### src/rtl/uvc_payload_frame_assembler_defines.svh
// ----------------------------------------------------------------------------
// UVC payload frame assembler assertion macros
// Concurrent assertion helpers clocked on clk_i and disabled while rst_ni is low.
// ----------------------------------------------------------------------------
`ifndef UVC_PAYLOAD_FRAME_ASSEMBLER_DEFINES_SVH
`define UVC_PAYLOAD_FRAME_ASSEMBLER_DEFINES_SVH

`ifndef SYNTHESIS
// The property must hold at every clock edge outside reset.
`define UPFA_ASSERT(lbl, prop, msg) \
  lbl: assert property (@(posedge clk_i) disable iff (!rst_ni) prop) else $error(msg);
// The condition must never be true at a clock edge outside reset.
`define UPFA_ASSERT_NEVER(lbl, cond, msg) \
  lbl: assert property (@(posedge clk_i) disable iff (!rst_ni) !(cond)) else $error(msg);
`else
`define UPFA_ASSERT(lbl, prop, msg)
`define UPFA_ASSERT_NEVER(lbl, cond, msg)
`endif

`endif

### src/rtl/upfa_pkg.sv
// ----------------------------------------------------------------------------
// UVC payload frame assembler package
// Shared constants and types for the front parser, the queue and the back end.
// ----------------------------------------------------------------------------
`timescale 1ns / 1ps

package upfa_pkg;

  localparam int unsigned FRAME_SIZE_BITS_DEF = 24;
  localparam int unsigned QUEUE_DEPTH_DEF     = 4;
  localparam int unsigned COUNT_W             = 24;
  localparam int unsigned STAMP_W             = 32;

  // Bit positions in the payload header info byte.
  localparam int unsigned FID_BIT = 0;
  localparam int unsigned EOF_BIT = 1;
  localparam int unsigned PTS_BIT = 2;
  localparam int unsigned SCR_BIT = 3;
  localparam int unsigned STI_BIT = 5;

  localparam logic [7:0] MIN_HEADER_LEN = 8'd2;

  typedef enum logic {
    KIND_DATA  = 1'b0,
    KIND_FRAME = 1'b1
  } upfa_kind_e;

  // One queue entry holds every result that a single input item causes.
  // The optional second result is always a frame end.
  typedef struct packed {
    logic               two;
    upfa_kind_e         r0_kind;
    logic [7:0]         data_byte;
    logic [COUNT_W-1:0] r0_count;
    logic               r0_still;
    logic [COUNT_W-1:0] r1_count;
    logic               r1_still;
    logic [STAMP_W-1:0] pts;
    logic [STAMP_W-1:0] scr;
  } upfa_entry_t;

  typedef struct packed {
    logic full;
    logic empty;
  } upfa_qstat_t;

endpackage

### src/rtl/upfa_front.sv
// ----------------------------------------------------------------------------
// UVC payload frame assembler front end
// Parses payload headers byte by byte and queues the results each byte causes.
// ----------------------------------------------------------------------------
`timescale 1ns / 1ps

module upfa_front
  import upfa_pkg::*;
#(
  parameter int unsigned FRAME_SIZE_BITS = FRAME_SIZE_BITS_DEF
) (
  input  logic               clk_i,
  input  logic               rst_ni,
  input  logic               in_valid_i,
  output logic               in_stall_o,
  input  logic [7:0]         payload_byte_i,
  input  logic               first_of_payload_i,
  input  logic [15:0]        payload_length_i,
  input  logic               cfg_valid_i,
  input  logic [COUNT_W-1:0] cfg_data_i,
  input  upfa_qstat_t        qstat_i,
  output logic               push_o,
  output upfa_entry_t        entry_o
);

  localparam int unsigned CmpW =
    ((FRAME_SIZE_BITS > COUNT_W) ? FRAME_SIZE_BITS : COUNT_W) + 1;

  logic [COUNT_W-1:0]         capacity_q;
  logic                       frame_id_q, frame_id_d;
  logic                       still_mode_q, still_mode_d;
  logic [15:0]                byte_pos_q, byte_pos_d;
  logic [15:0]                remaining_q, remaining_d;
  logic [7:0]                 hdr_len_q, hdr_len_d;
  logic [7:0]                 hdr_flags_q, hdr_flags_d;
  logic                       dropping_q, dropping_d;
  logic [FRAME_SIZE_BITS-1:0] frame_count_q, frame_count_d;
  logic                       frame_still_q, frame_still_d;
  logic [STAMP_W-1:0]         pts_q, pts_d;
  logic [STAMP_W-1:0]         scr_q, scr_d;
  logic [15:0]                data_len_q, data_len_d;
  logic                       has_data_q, has_data_d;

  logic                       accept;
  logic                       active;
  logic                       info;
  logic                       toggle;
  logic                       data_hit;
  logic                       eof_hit;
  logic [15:0]                pos;
  logic [7:0]                 hl_eff;
  logic [7:0]                 flags_now;
  logic [15:0]                scr_base;
  logic [1:0]                 lane;
  logic [FRAME_SIZE_BITS-1:0] fc_start, fc_mid;
  logic                       fs_start, fs_mid;
  logic [CmpW-1:0]            fill_sum;
  logic [CmpW-1:0]            fcq_wide, fcm_wide;

  assign in_stall_o = qstat_i.full;
  assign accept     = in_valid_i && !in_stall_o;

  assign pos       = byte_pos_q + 16'd1;
  assign hl_eff    = (payload_byte_i < MIN_HEADER_LEN) ? MIN_HEADER_LEN : payload_byte_i;
  assign active    = accept && !first_of_payload_i && (remaining_q != 16'd0);
  assign info      = (pos == 16'd1);
  assign flags_now = info ? payload_byte_i : hdr_flags_q;
  assign toggle    = active && info &&
                     ((payload_byte_i[FID_BIT] != frame_id_q) ||
                      (payload_byte_i[STI_BIT] != still_mode_q));
  assign data_hit  = active && !info && (pos >= {8'd0, hdr_len_q}) && !dropping_q;
  assign eof_hit   = active && (remaining_q == 16'd1) && flags_now[EOF_BIT];

  assign fc_start = toggle ? '0 : frame_count_q;
  assign fs_start = toggle ? 1'b0 : frame_still_q;
  assign fs_mid   = (active && info && has_data_q) ? payload_byte_i[STI_BIT] : fs_start;
  assign fc_mid   = data_hit ? fc_start + FRAME_SIZE_BITS'(1) : fc_start;
  assign fill_sum = CmpW'(fc_start) + CmpW'(data_len_q);
  assign fcq_wide = CmpW'(frame_count_q);
  assign fcm_wide = CmpW'(fc_mid);

  // Both stamp fields start on a byte index that is 2 mod 4.
  assign scr_base = hdr_flags_q[PTS_BIT] ? 16'd6 : 16'd2;
  assign lane     = pos[1:0] + 2'd2;

  always_comb begin
    byte_pos_d   = byte_pos_q;
    remaining_d  = remaining_q;
    hdr_len_d    = hdr_len_q;
    hdr_flags_d  = hdr_flags_q;
    dropping_d   = dropping_q;
    frame_id_d   = frame_id_q;
    still_mode_d = still_mode_q;
    pts_d        = pts_q;
    scr_d        = scr_q;
    data_len_d   = data_len_q;
    has_data_d   = has_data_q;
    if (accept && first_of_payload_i) begin
      byte_pos_d  = 16'd0;
      hdr_flags_d = 8'd0;
      dropping_d  = 1'b0;
      remaining_d = (payload_length_i != 16'd0) ? payload_length_i - 16'd1 : 16'd0;
      hdr_len_d   = hl_eff;
      has_data_d  = payload_length_i > {8'd0, hl_eff};
      data_len_d  = payload_length_i - {8'd0, hl_eff};
    end else if (active) begin
      byte_pos_d  = pos;
      remaining_d = remaining_q - 16'd1;
      if (info) begin
        hdr_flags_d  = payload_byte_i;
        frame_id_d   = payload_byte_i[FID_BIT];
        still_mode_d = payload_byte_i[STI_BIT];
        if (has_data_q && (fill_sum > CmpW'(capacity_q))) begin
          dropping_d = 1'b1;
        end
      end else begin
        if (hdr_flags_q[PTS_BIT] && (pos >= 16'd2) && (pos <= 16'd5)) begin
          for (int i = 0; i < 4; i++) begin
            if (lane == 2'(i)) begin
              pts_d[8*i +: 8] = payload_byte_i;
            end
          end
        end
        if (hdr_flags_q[SCR_BIT] && (pos >= scr_base) && (pos <= scr_base + 16'd3)) begin
          for (int i = 0; i < 4; i++) begin
            if (lane == 2'(i)) begin
              scr_d[8*i +: 8] = payload_byte_i;
            end
          end
        end
      end
    end
  end

  assign frame_count_d = eof_hit ? '0 : fc_mid;
  assign frame_still_d = eof_hit ? 1'b0 : fs_mid;

  always_comb begin
    push_o            = toggle || data_hit || eof_hit;
    entry_o.two       = (toggle || data_hit) && eof_hit;
    entry_o.r0_kind   = (toggle || !data_hit) ? KIND_FRAME : KIND_DATA;
    entry_o.data_byte = payload_byte_i;
    entry_o.r0_count  = (toggle || data_hit) ? fcq_wide[COUNT_W-1:0] : fcm_wide[COUNT_W-1:0];
    entry_o.r0_still  = toggle ? frame_still_q : fs_mid;
    entry_o.r1_count  = fcm_wide[COUNT_W-1:0];
    entry_o.r1_still  = fs_mid;
    entry_o.pts       = pts_d;
    entry_o.scr       = scr_d;
  end

  always_ff @(posedge clk_i or negedge rst_ni) begin
    if (!rst_ni) begin
      capacity_q    <= '1;
      frame_id_q    <= 1'b0;
      still_mode_q  <= 1'b0;
      byte_pos_q    <= 16'd0;
      remaining_q   <= 16'd0;
      hdr_len_q     <= MIN_HEADER_LEN;
      hdr_flags_q   <= 8'd0;
      dropping_q    <= 1'b0;
      frame_count_q <= '0;
      frame_still_q <= 1'b0;
      pts_q         <= '0;
      scr_q         <= '0;
      data_len_q    <= 16'd0;
      has_data_q    <= 1'b0;
    end else begin
      if (cfg_valid_i) begin
        capacity_q <= cfg_data_i;
      end
      frame_id_q    <= frame_id_d;
      still_mode_q  <= still_mode_d;
      byte_pos_q    <= byte_pos_d;
      remaining_q   <= remaining_d;
      hdr_len_q     <= hdr_len_d;
      hdr_flags_q   <= hdr_flags_d;
      dropping_q    <= dropping_d;
      frame_count_q <= frame_count_d;
      frame_still_q <= frame_still_d;
      pts_q         <= pts_d;
      scr_q         <= scr_d;
      data_len_q    <= data_len_d;
      has_data_q    <= has_data_d;
    end
  end

endmodule

### src/rtl/upfa_queue.sv
// ----------------------------------------------------------------------------
// UVC payload frame assembler queue
// Small first-in first-out buffer of result entries between front and back.
// ----------------------------------------------------------------------------
`timescale 1ns / 1ps

`include "uvc_payload_frame_assembler_defines.svh"

module upfa_queue
  import upfa_pkg::*;
#(
  parameter int unsigned QUEUE_DEPTH = QUEUE_DEPTH_DEF
) (
  input  logic        clk_i,
  input  logic        rst_ni,
  input  logic        push_i,
  input  upfa_entry_t entry_i,
  input  logic        pop_i,
  output upfa_entry_t head_o,
  output upfa_qstat_t qstat_o
);

  localparam int unsigned PtrW = (QUEUE_DEPTH > 1) ? $clog2(QUEUE_DEPTH) : 1;
  localparam int unsigned CntW = $clog2(QUEUE_DEPTH + 1);

  upfa_entry_t     slots_q [QUEUE_DEPTH];
  logic [PtrW-1:0] wr_ptr_q, wr_ptr_d;
  logic [PtrW-1:0] rd_ptr_q, rd_ptr_d;
  logic [CntW-1:0] count_q, count_d;
  logic            do_push, do_pop;

  assign qstat_o.full  = (count_q == CntW'(QUEUE_DEPTH));
  assign qstat_o.empty = (count_q == '0);
  assign head_o        = slots_q[rd_ptr_q];

  assign do_push = push_i && !qstat_o.full;
  assign do_pop  = pop_i && !qstat_o.empty;

  always_comb begin
    wr_ptr_d = wr_ptr_q;
    rd_ptr_d = rd_ptr_q;
    count_d  = count_q;
    if (do_push) begin
      wr_ptr_d = (wr_ptr_q == PtrW'(QUEUE_DEPTH - 1)) ? '0 : wr_ptr_q + PtrW'(1);
    end
    if (do_pop) begin
      rd_ptr_d = (rd_ptr_q == PtrW'(QUEUE_DEPTH - 1)) ? '0 : rd_ptr_q + PtrW'(1);
    end
    if (do_push && !do_pop) begin
      count_d = count_q + CntW'(1);
    end else if (do_pop && !do_push) begin
      count_d = count_q - CntW'(1);
    end
  end

  always_ff @(posedge clk_i) begin
    if (do_push) begin
      slots_q[wr_ptr_q] <= entry_i;
    end
  end

  always_ff @(posedge clk_i or negedge rst_ni) begin
    if (!rst_ni) begin
      wr_ptr_q <= '0;
      rd_ptr_q <= '0;
      count_q  <= '0;
    end else begin
      wr_ptr_q <= wr_ptr_d;
      rd_ptr_q <= rd_ptr_d;
      count_q  <= count_d;
    end
  end

  `UPFA_ASSERT_NEVER(a_no_push_full, push_i && qstat_o.full, "queue written while full")
  `UPFA_ASSERT_NEVER(a_no_pop_empty, pop_i && qstat_o.empty, "queue read while empty")
  `UPFA_ASSERT(a_ptr_count, (count_q == '0) |-> (wr_ptr_q == rd_ptr_q), "pointers differ when empty")

endmodule

### src/rtl/upfa_back.sv
// ----------------------------------------------------------------------------
// UVC payload frame assembler back end
// Unpacks queued entries into single results held in an output register.
// ----------------------------------------------------------------------------
`timescale 1ns / 1ps

`include "uvc_payload_frame_assembler_defines.svh"

module upfa_back
  import upfa_pkg::*;
(
  input  logic               clk_i,
  input  logic               rst_ni,
  input  upfa_entry_t        head_i,
  input  upfa_qstat_t        qstat_i,
  output logic               pop_o,
  output logic               out_valid_o,
  input  logic               out_stall_i,
  output logic               result_kind_o,
  output logic [7:0]         data_byte_o,
  output logic [COUNT_W-1:0] write_offset_o,
  output logic [COUNT_W-1:0] frame_bytes_o,
  output logic               frame_still_o,
  output logic [STAMP_W-1:0] presentation_stamp_o,
  output logic [STAMP_W-1:0] clock_reference_o,
  output logic               last_result_o
);

  logic               valid_q, valid_d;
  logic               phase_q, phase_d;
  upfa_kind_e         kind_q;
  logic [7:0]         data_q;
  logic [COUNT_W-1:0] offset_q;
  logic [COUNT_W-1:0] bytes_q;
  logic               still_q;
  logic [STAMP_W-1:0] pts_q;
  logic [STAMP_W-1:0] scr_q;
  logic               last_q;
  logic               load;

  // A new result enters whenever the queue holds an entry and the output register is free or is being taken.
  assign load  = !qstat_i.empty && (!valid_q || !out_stall_i);
  assign pop_o = load && (phase_q || !head_i.two);

  always_comb begin
    valid_d = valid_q;
    phase_d = phase_q;
    if (load) begin
      valid_d = 1'b1;
      phase_d = !phase_q && head_i.two;
    end else if (!out_stall_i) begin
      valid_d = 1'b0;
    end
  end

  always_ff @(posedge clk_i) begin
    if (load) begin
      pts_q  <= head_i.pts;
      scr_q  <= head_i.scr;
      last_q <= phase_q || !head_i.two;
      if (phase_q) begin
        kind_q   <= KIND_FRAME;
        data_q   <= 8'd0;
        offset_q <= '0;
        bytes_q  <= head_i.r1_count;
        still_q  <= head_i.r1_still;
      end else if (head_i.r0_kind == KIND_DATA) begin
        kind_q   <= KIND_DATA;
        data_q   <= head_i.data_byte;
        offset_q <= head_i.r0_count;
        bytes_q  <= '0;
        still_q  <= 1'b0;
      end else begin
        kind_q   <= KIND_FRAME;
        data_q   <= 8'd0;
        offset_q <= '0;
        bytes_q  <= head_i.r0_count;
        still_q  <= head_i.r0_still;
      end
    end
  end

  always_ff @(posedge clk_i or negedge rst_ni) begin
    if (!rst_ni) begin
      valid_q <= 1'b0;
      phase_q <= 1'b0;
    end else begin
      valid_q <= valid_d;
      phase_q <= phase_d;
    end
  end

  assign out_valid_o          = valid_q;
  assign result_kind_o        = kind_q;
  assign data_byte_o          = data_q;
  assign write_offset_o       = offset_q;
  assign frame_bytes_o        = bytes_q;
  assign frame_still_o        = still_q;
  assign presentation_stamp_o = pts_q;
  assign clock_reference_o    = scr_q;
  assign last_result_o        = last_q;

  `UPFA_ASSERT(a_phase_has_entry, phase_q |-> !qstat_i.empty, "second result without entry")
  `UPFA_ASSERT(a_pair_follows, (valid_q && !last_q) |=> valid_q, "paired result went missing")
  `UPFA_ASSERT(a_second_is_end, (load && phase_q) |=> (kind_q == KIND_FRAME), "second result not frame end")

endmodule

### src/rtl/uvc_payload_frame_assembler.sv
// ----------------------------------------------------------------------------
// UVC payload frame assembler
// Splits USB video payloads into frame data bytes and frame-complete events.
// ----------------------------------------------------------------------------
// Channel  Dir  Handshake                 Content
// in       in   in_valid_i / in_stall_o   payload byte, first flag, length
// out      out  out_valid_o / out_stall_i one data byte or one frame end
// cfg      in   cfg_valid_i / cfg_ready_o frame capacity
//
// One input item is taken every cycle while the result queue has room.
// Results leave one per cycle while the output is not stalled; a byte that ends a
// frame can cause two results, which then leave one after the other. An accepted
// item's results are written into the queue and then loaded into the output register.
// Reset clears all parser state at once; there is no clearing pass.
// The input stalls only while the queue between parser and output is full.
// ----------------------------------------------------------------------------
`timescale 1ns / 1ps

module uvc_payload_frame_assembler
  import upfa_pkg::*;
#(
  parameter int unsigned FRAME_SIZE_BITS = FRAME_SIZE_BITS_DEF,
  parameter int unsigned QUEUE_DEPTH     = QUEUE_DEPTH_DEF
) (
  input  logic               clk_i,
  input  logic               rst_ni,
  input  logic               in_valid_i,
  output logic               in_stall_o,
  input  logic [7:0]         payload_byte_i,
  input  logic               first_of_payload_i,
  input  logic [15:0]        payload_length_i,
  output logic               out_valid_o,
  input  logic               out_stall_i,
  output logic               result_kind_o,
  output logic [7:0]         data_byte_o,
  output logic [COUNT_W-1:0] write_offset_o,
  output logic [COUNT_W-1:0] frame_bytes_o,
  output logic               frame_still_o,
  output logic [STAMP_W-1:0] presentation_stamp_o,
  output logic [STAMP_W-1:0] clock_reference_o,
  output logic               last_result_o,
  input  logic               cfg_valid_i,
  output logic               cfg_ready_o,
  input  logic [COUNT_W-1:0] cfg_data_i
);

  upfa_entry_t push_entry;
  upfa_entry_t head_entry;
  upfa_qstat_t qstat;
  logic        push;
  logic        pop;

  assign cfg_ready_o = 1'b1;

  upfa_front #(
    .FRAME_SIZE_BITS(FRAME_SIZE_BITS)
  ) u_front (
    .clk_i,
    .rst_ni,
    .in_valid_i,
    .in_stall_o,
    .payload_byte_i,
    .first_of_payload_i,
    .payload_length_i,
    .cfg_valid_i,
    .cfg_data_i,
    .qstat_i (qstat),
    .push_o  (push),
    .entry_o (push_entry)
  );

  upfa_queue #(
    .QUEUE_DEPTH(QUEUE_DEPTH)
  ) u_queue (
    .clk_i,
    .rst_ni,
    .push_i  (push),
    .entry_i (push_entry),
    .pop_i   (pop),
    .head_o  (head_entry),
    .qstat_o (qstat)
  );

  upfa_back u_back (
    .clk_i,
    .rst_ni,
    .head_i  (head_entry),
    .qstat_i (qstat),
    .pop_o   (pop),
    .out_valid_o,
    .out_stall_i,
    .result_kind_o,
    .data_byte_o,
    .write_offset_o,
    .frame_bytes_o,
    .frame_still_o,
    .presentation_stamp_o,
    .clock_reference_o,
    .last_result_o
  );

endmodule

### config.mk
export PLATFORM = sky130hd
export DESIGN_NAME = uvc_payload_frame_assembler
export DESIGN_NICKNAME = d
export VERILOG_FILES = /design/src/rtl/upfa_pkg.sv /design/src/rtl/upfa_front.sv /design/src/rtl/upfa_queue.sv /design/src/rtl/upfa_back.sv /design/src/rtl/uvc_payload_frame_assembler.sv
export VERILOG_INCLUDE_DIRS = /design/src /design/src/rtl
export SDC_FILE = /design/constraint.sdc
export NUM_CORES = 1
export LEC_CHECK = 0
export BUFFER_PORTS_ARGS = -buffer_cell sky130_fd_sc_hd__buf_4
export CELL_PAD_IN_SITES_DETAIL_PLACEMENT = 1
export CELL_PAD_IN_SITES_GLOBAL_PLACEMENT = 1
export CORE_MARGIN = 2
export CORE_UTILIZATION = 25
export CTS_BUF_LIST = sky130_fd_sc_hd__clkbuf_16
export DETAILED_ROUTE_END_ITERATION = 7
export GPL_TIMING_DRIVEN = 0
export PLACE_DENSITY = 0.41
export SLEW_MARGIN = 20
export SYNTH_ARGS = -nofsm -noshare
export SYNTH_HDL_FRONTEND = slang
export SYNTH_SLANG_ARGS = --single-unit
### constraint.sdc
create_clock -name clk_i -period 13.75 [get_ports clk_i]
set_clock_uncertainty 0.1 [all_clocks]
set_input_delay 0.6875 -clock clk_i [delete_from_list [all_inputs] [get_ports clk_i]]
set_output_delay 0.6875 -clock clk_i [all_outputs]
set_load 0.02 [all_outputs]
Word-level counts from Yosys, hierarchy flattened
Memories as Yosys holds them, arrays and structs flattened.
Index checks and enable logic that the tools add are counted.
{"block": "totals", "reg_bits": 309, "ramBits": 496, "word_cells": 168, "memories": 1}
{"block": "classes", "add_sub_neg": 12, "n_lt_le_gt_ge": 8, "n_eq_ne": 11, "n_mux": 52, "bitwise_logic": 1, "reduce_logical": 55}
{"name": "u_queue.slots_q", "depth": 4, "width": 124, "rd": 1, "rd_clocked_by_memory_dff": 0, "write_ports": 1, "line_no": "upfa_queue.sv:26", "text": "upfa_entry_t slots_q [QUEUE_DEPTH];"}
{"cell": "2-to-1 mux 32 bit", "count": 8}
{"cell": "2-to-1 mux 24 bit", "count": 6}
{"cell": "2-to-1 mux 16 bit", "count": 5}
{"cell": "2-to-1 mux 8 bit", "count": 9}
{"cell": "equality test 16 x 1 -> 1 bit, second input constant", "count": 2}
{"cell": "nonzero test 16 bit", "count": 2}
{"cell": "subtractor 16 x 1 -> 16 bit, second input constant", "count": 2}
{"cell": "adder 24 x 16 -> 25 bit", "count": 1}
{"cell": "> comparator 25 x 24 -> 1 bit", "count": 1}
{"cell": "logical AND 1 bit", "count": 25}
{"cell": "adder 24 x 1 -> 24 bit, second input constant", "count": 1}
{"cell": "adder 16 x 1 -> 16 bit, second input constant", "count": 1}
{"cell": "adder 16 x 2 -> 16 bit, second input constant", "count": 1}
{"cell": "greater-or-equal comparator 16 bit", "count": 1}
{"cell": "greater-or-equal comparator 16 x 2 -> 1 bit, second input constant", "count": 1}
{"cell": "greater-or-equal comparator 16 x 8 -> 1 bit", "count": 1}
{"cell": "> comparator 16 x 8 -> 1 bit", "count": 1}
{"cell": "<= comparator 16 bit", "count": 1}
{"cell": "<= comparator 16 x 3 -> 1 bit, second input constant", "count": 1}
{"cell": "2-to-1 mux 1 bit", "count": 16}
{"cell": "subtractor 16 x 8 -> 16 bit", "count": 1}
{"cell": "logical NOT 1 bit", "count": 12}
{"cell": "2-to-1 mux 4 bit", "count": 3}
{"cell": "2-to-1 mux 3 bit", "count": 3}
{"cell": "19 further kinds", "count": 34}

Depth between registers and ports, before layout
{"block": "depth", "word_depth": 15, "mapped_depth": 33, "mapped_depth_nobuf": 31}

Cells and area by module
A second synthesis with hierarchy kept.
{"block": "hier_totals", "cells_unflattened": 2148, "area_unflattened_um2": 33691.1}
{"module": "upfa_queue", "instances": 1, "cells_each": 685, "area_each_um2": 18295.0, "seq_area_each_um2": 15069.5}
{"module": "upfa_front", "instances": 1, "cells_each": 1257, "area_each_um2": 11095.6, "seq_area_each_um2": 4435.5}
{"module": "upfa_back", "instances": 1, "cells_each": 204, "area_each_um2": 4289.1, "seq_area_each_um2": 3743.6}
{"module": "uvc_payload_frame_assembler", "instances": 1, "cells_each": 2, "area_each_um2": 11.3, "seq_area_each_um2": 0.0}

Least setup slack after synthesis
Ideal clock, no wire load.
{"block": "synth_timing", "path_type": "input -> register", "from": "in out_stall_i", "to": "reg u_queue.count_q[1]", "setup_time_ns": 0.125, "arrival_time_ns": 8.823, "path_slack_ns": 4.702, "path_stages": 6, "cell_sequence": "a21oi_1 > nand2_1 > ha_1 > inv_1 > fa_1 > mux2_2"}
{"block": "synth_between", "elab_chain_len": 8, "word_cells_on_any_way": 10, "classes_between": "1 x mux; 9 x reduce/logical"}
{"element": "start: declaration", "line_no": "uvc_payload_frame_assembler.sv:33", "text": "input logic out_stall_i,"}
{"element": "logical NOT 1 bit", "line_no": "upfa_back.sv:42", "text": "assign load = !qstat_i.empty && (!valid_q || !out_stall_i);"}
{"element": "logical OR 1 bit", "line_no": "upfa_back.sv:42"}
{"element": "logical AND 1 bit", "line_no": "upfa_back.sv:42"}
{"element": "logical AND 1 bit", "line_no": "upfa_back.sv:43", "text": "assign pop_o = load && (phase_q || !head_i.two);"}
{"element": "logical AND 1 bit", "line_no": "upfa_queue.sv:37", "text": "assign do_pop = pop_i && !qstat_o.empty;"}
{"element": "logical NOT 1 bit", "line_no": "upfa_queue.sv:49", "text": "if (do_push && !do_pop) begin"}
{"element": "logical AND 1 bit", "line_no": "upfa_queue.sv:49"}
{"element": "2-to-1 mux 3 bit", "line_no": "upfa_queue.sv:49"}
{"element": "named net u_queue.count_d[1]", "line_no": "upfa_queue.sv:29", "text": "logic [CntW-1:0] count_q, count_d;"}
{"element": "end signal: assignment", "line_no": "upfa_queue.sv:70", "text": "count_q <= count_d;"}
{"element": "end: declaration", "line_no": "upfa_queue.sv:29"}
The timed path passes the listed nets, and every way through them passes these cells.
A chain may end at the register's enable or synchronous reset.

Worst setup path in the final report
{"block": "layout_timing", "from": "reg u_front.byte_pos_q[0]", "to": "reg u_front.dropping_q"}
{"block": "layout_between", "elab_chain_len": 10, "word_cells_on_any_way": 11, "classes_between": "2 x add/sub; 1 x order compare; 1 x eq/ne; 1 x mux; 6 x reduce/logical"}
{"element": "start: declaration", "line_no": "upfa_front.sv:32", "text": "logic [15:0] byte_pos_q, byte_pos_d;"}
{"element": "start signal: assignment", "line_no": "upfa_front.sv:173", "text": "byte_pos_q <= byte_pos_d;"}
{"element": "adder 16 x 1 -> 16 bit (*)", "line_no": "upfa_front.sv:63", "text": "assign pos = byte_pos_q + 16'd1;"}
{"element": "equality test 16 x 1 -> 1 bit (*)", "line_no": "upfa_front.sv:66", "text": "assign info = (pos == 16'd1);"}
{"element": "logical AND 1 bit (2 in a row)", "line_no": "upfa_front.sv:68", "text": "assign toggle = active && info &&"}
{"element": "2-to-1 mux 24 bit", "line_no": "upfa_front.sv:74", "text": "assign fc_start = toggle ? '0 : frame_count_q;"}
{"element": "adder 24 x 16 -> 25 bit", "line_no": "upfa_front.sv:78", "text": "assign fill_sum = CmpW'(fc_start) + CmpW'(data_len_q);"}
{"element": "> comparator 25 x 24 -> 1 bit", "line_no": "upfa_front.sv:113", "text": "if (has_data_q && (fill_sum > CmpW'(capacity_q))) begin"}
{"element": "logical AND 1 bit", "line_no": "upfa_front.sv:113"}
{"element": "nonzero test 2 bit (no line)"}
{"element": "AND reduction 3 bit (no line) (*)"}
{"element": "end signal: assignment", "line_no": "upfa_front.sv:177", "text": "dropping_q <= dropping_d;"}
{"element": "end: declaration", "line_no": "upfa_front.sv:36", "text": "logic dropping_q, dropping_d;"}
Every way passes the cells marked *; elsewhere a longest branch is shown, timed or not.

==> out/metrics.yaml <==
outcome: "complete, no violations"
die-area_um2: 137000
clk_path_buf_depth: 3
finalCritPeriodShare: 0.6505
fin_crit_ns: 8.944
hold_viol: 0
synth_compound_area_frac: 0.05796
multiInputGateArea_um2: 9519
regArea_um2: 23250
avgSynthCellArea_um2: 15.21
clkLatencyLatePin_ns: 0.70
synthFlopType: "edfxtp_1"
final_max_slew_viol_count: 0
cts_root_buf: "clkbuf_16"
post_cts.repair.setup_buffers: 0
fillers: 13980
cp_slowest_cell: "a31oi_1"
syn_inst: 2204
worstPathRequired_ns: 14.24
dp.cells: 4170
power_density_nw_per_um2: 199.9
hp-class: "in2reg"
fin_nets: 2626
drc_errors: 0
ys_async_sr_fraction: 0.2301
dr_total_vias: 19320
critPathMaxFanout: 10
layout.cells.non_filler: 4351
reg2reg_from: "u_front.byte_pos_q[0]$_DFFE_PN0P_"
rsz0062_at_grt: "false"
routed_wirelength_um: 97780
hp-start: "cfg_data_i[17]"
clk_pin_slew_ns: 0.06
rows: 134
reg2reg_depth: 31
synth.net_count: 2329
grt_pass1_wl_um: 144700
antenna_found_initial: 6
firstDrtPassIters: 5
cts_tree: "built"
die_w_um: 370.2
synthDistinctLibCells: 85
boundaryPins: 180
setup_violations: 0
synth_adder_area_share: 0.02904
end_kind: "flip-flop"
ys_ff_latch: 804
seq_area_frac_synth: 0.6935
wire_per_inst_um: 22.47
cts_sinks: 804
worst_pin_slew_ns: 1.092
hold_end: "u_front.capacity_q[17]$_DFFE_PN1P_"
syn_area_um2: 33530
cts_buffers: 95
ff2ff_setup_slack_ns: 4.81
maxSlewHeadroom: 0.2720
ys_warn_count: 0
grt-ovfl-total: 0
track_usage: 0.1440
total_leakage_power_nw: 14.88
ir_drop_mv: 0.08426
via_per_inst: 4.440
fin_area_um2: 40750
synth_edf_count: 619
crit-reg2reg-capture: "u_front.dropping_q$_DFFE_PN0P_"
maxCapViolCount: 0
dp_hpwl_um: 66940
cts-resized-gates: 0
path_class: "reg2reg"
start_util: 0.2515
crit_path_max_incr_delay_ns: 0.68
holdPathStages: 3
final_common_cell: "edfxtp_1"
grt_pass1_vias: 21200
power_mw: 8.147
die_h_um: 370.2
layout_common_cells: "edfxtp_1 (619), nand2_1 (249), buf_4 (177)"
drive_above_1_share: 0.2165
drt_iter0_drc: 1061
cp.arrival_ns: 9.43
synth_top_family_by_area: "multiplexers"
startpoint_type: "flip-flop"
yosys.area_share.simple: 0.07987
io_buffers: 175
routabilityCongestion: 0.7853
core_area_um2: 133300
grt_max_degree: 67
synthMuxAreaShare: 0.09390
clock.fmax_mhz: 111.8
syn2layout_area_growth_pct: 21.56
synth_xor_area_frac: 0.02221
ant_nets: 0
h-tree-depth: 3
place_area_um2: 37670
==> critical path: cells and delay by family (launching register included) <==
family / cells / cell delay [ns]
buffers and inverters: 3 / 0.63
adders and majority gates: 4 / 1.44
xor gates and xnor gates: 1 / 0.18
and+or+nand+nor: 10 / 2.61
muxes: 1 / 0.33
DFF: 1 / 0.58
AOI/OAI and AO/OA: 12 / 2.91
==> power by group <==
group | internal (mW) | switching (mW)
Sequential | 3.21 | 0.179
Clock | 1.42 | 1.03
Combinational | 0.902 | 1.40
Total | 5.53 | 2.61
==> cells by family (layout without fill, tap and decap cells) <==
logic type / count (synthesis) / after routing
AOI/OAI and AO/OA: 320 / 320
xor gates and xnor gates: 85 / 85
adders and majority gates: 77 / 77
buffers and inverters: 201 / 579
DFF: 804 / 804
muxes: 155 / 155
other: 1 / 2
and+or+nand+nor: 561 / 561
==> how the worst max path moves through the flow <==
stage	startpoint	to	depth (start not counted)
4_1_cts	u_front.byte_pos_q[0]$_DFFE_PN0P_	u_front.dropping_q$_DFFE_PN0P_	31
3_3_place_gp	out_stall_i	u_queue.count_q[1]$_DFFE_PN0P_	7
2_1_floorplan	out_stall_i	u_queue.count_q[1]$_DFFE_PN0P_	6
5_1_grt	u_front.byte_pos_q[0]$_DFFE_PN0P_	u_front.dropping_q$_DFFE_PN0P_	30
3_5_place_dp	u_front.byte_pos_q[0]$_DFFE_PN0P_	u_front.dropping_q$_DFFE_PN0P_	31
6_report	u_front.byte_pos_q[0]$_DFFE_PN0P_	u_front.dropping_q$_DFFE_PN0P_	31
==> repair_timing <==
item                       in CTS  in global routing
setup endpoints to repair       0                  0
hold buffers                    1                  0
hold endpoints to repair       61                  0
==> state kept, by name (all words and copies together), names as in the netlist, 2 cells and up <==
signal                       cells
u_queue.slots_q                496
u_back.clock_reference_o        32
u_back.presentation_stamp_o     32
u_front.pts_q                   32
u_front.scr_q                   32
u_back.frame_bytes_o            24
u_back.write_offset_o           24
u_front.capacity_q              24
u_front.frame_count_q           24
u_front.byte_pos_q              16
u_front.data_len_q              16
u_front.remaining_q             16
u_back.data_byte_o               8
u_front.hdr_len_q                8
u_front.hdr_flags_q              3
u_queue.count_q                  3
u_queue.rd_ptr_q                 2
u_queue.wr_ptr_q                 2
==> metal layers <==
layer,wire length (um),track usage,vias to the layer above
met1,45760,0.1966,10030
met5,16,0,-
met2,46740,0.2365,309
li1,-,-,8875
met4,1778,0.03846,2
met3,3478,0.02354,101
==> synthesized netlist by cell type (12+ instances only) <==
cell | number | share of area
edfxtp_1 | 619 | 0.55
nand2_1 | 249 | 0.028
dfrtp_1 | 160 | 0.12
o21ai_0 | 152 | 0.023
mux4_2 | 124 | 0.083
clkbuf_1 | 95 | 0.011
nor2_1 | 93 | 0.010
inv_1 | 73 | 0.0082
ha_1 | 68 | 0.025
xnor2_1 | 55 | 0.014
and2_1 | 45 | 0.0084
a21oi_1 | 43 | 0.0064
nor3_1 | 36 | 0.0054
nand3_1 | 33 | 0.0049
xor2_1 | 30 | 0.0078
o21ai_1 | 29 | 0.0043
dfstp_2 | 25 | 0.020
buf_1 | 23 | 0.0026
mux2_2 | 21 | 0.0071
a21o_1 | 15 | 0.0034
and3_1 | 15 | 0.0028
nor4_1 | 13 | 0.0024
nand4_1 | 12 | 0.0022
or3_1 | 12 | 0.0022
==> area by class of cell <==
class	count	area share
clock buffers	96	0.05895
inverters	73	0.006724
flip-flops and latches	804	0.5705
repair buffers	200	0.04706
plain buffers	128	0.01277
multi-input cells	1199	0.2336
clock inverters	82	0.01612
well taps	1768	0.05428
diodes	1	0.00006140
==> metrics by stage <==
stage / setup slack (ns) / hold WS (ns) / TNS, ns / utilization
6_report: 4.806 / 0.1394 / 0 / 0.3058
5_1_grt: 4.264 / 0.09866 / 0 / 0.3057
4_1_cts: 4.954 / 0.06445 / 0 / 0.3056
3_5_place_dp: 5.016 / 0.3788 / 0 / 0.2826
3_3_place_gp: -0.9541 / 0.3731 / -2.268 / 0.2780
2_1_floorplan: 4.702 / 0.2919 / 0 / -
Power figures use the tool's default switching activity.
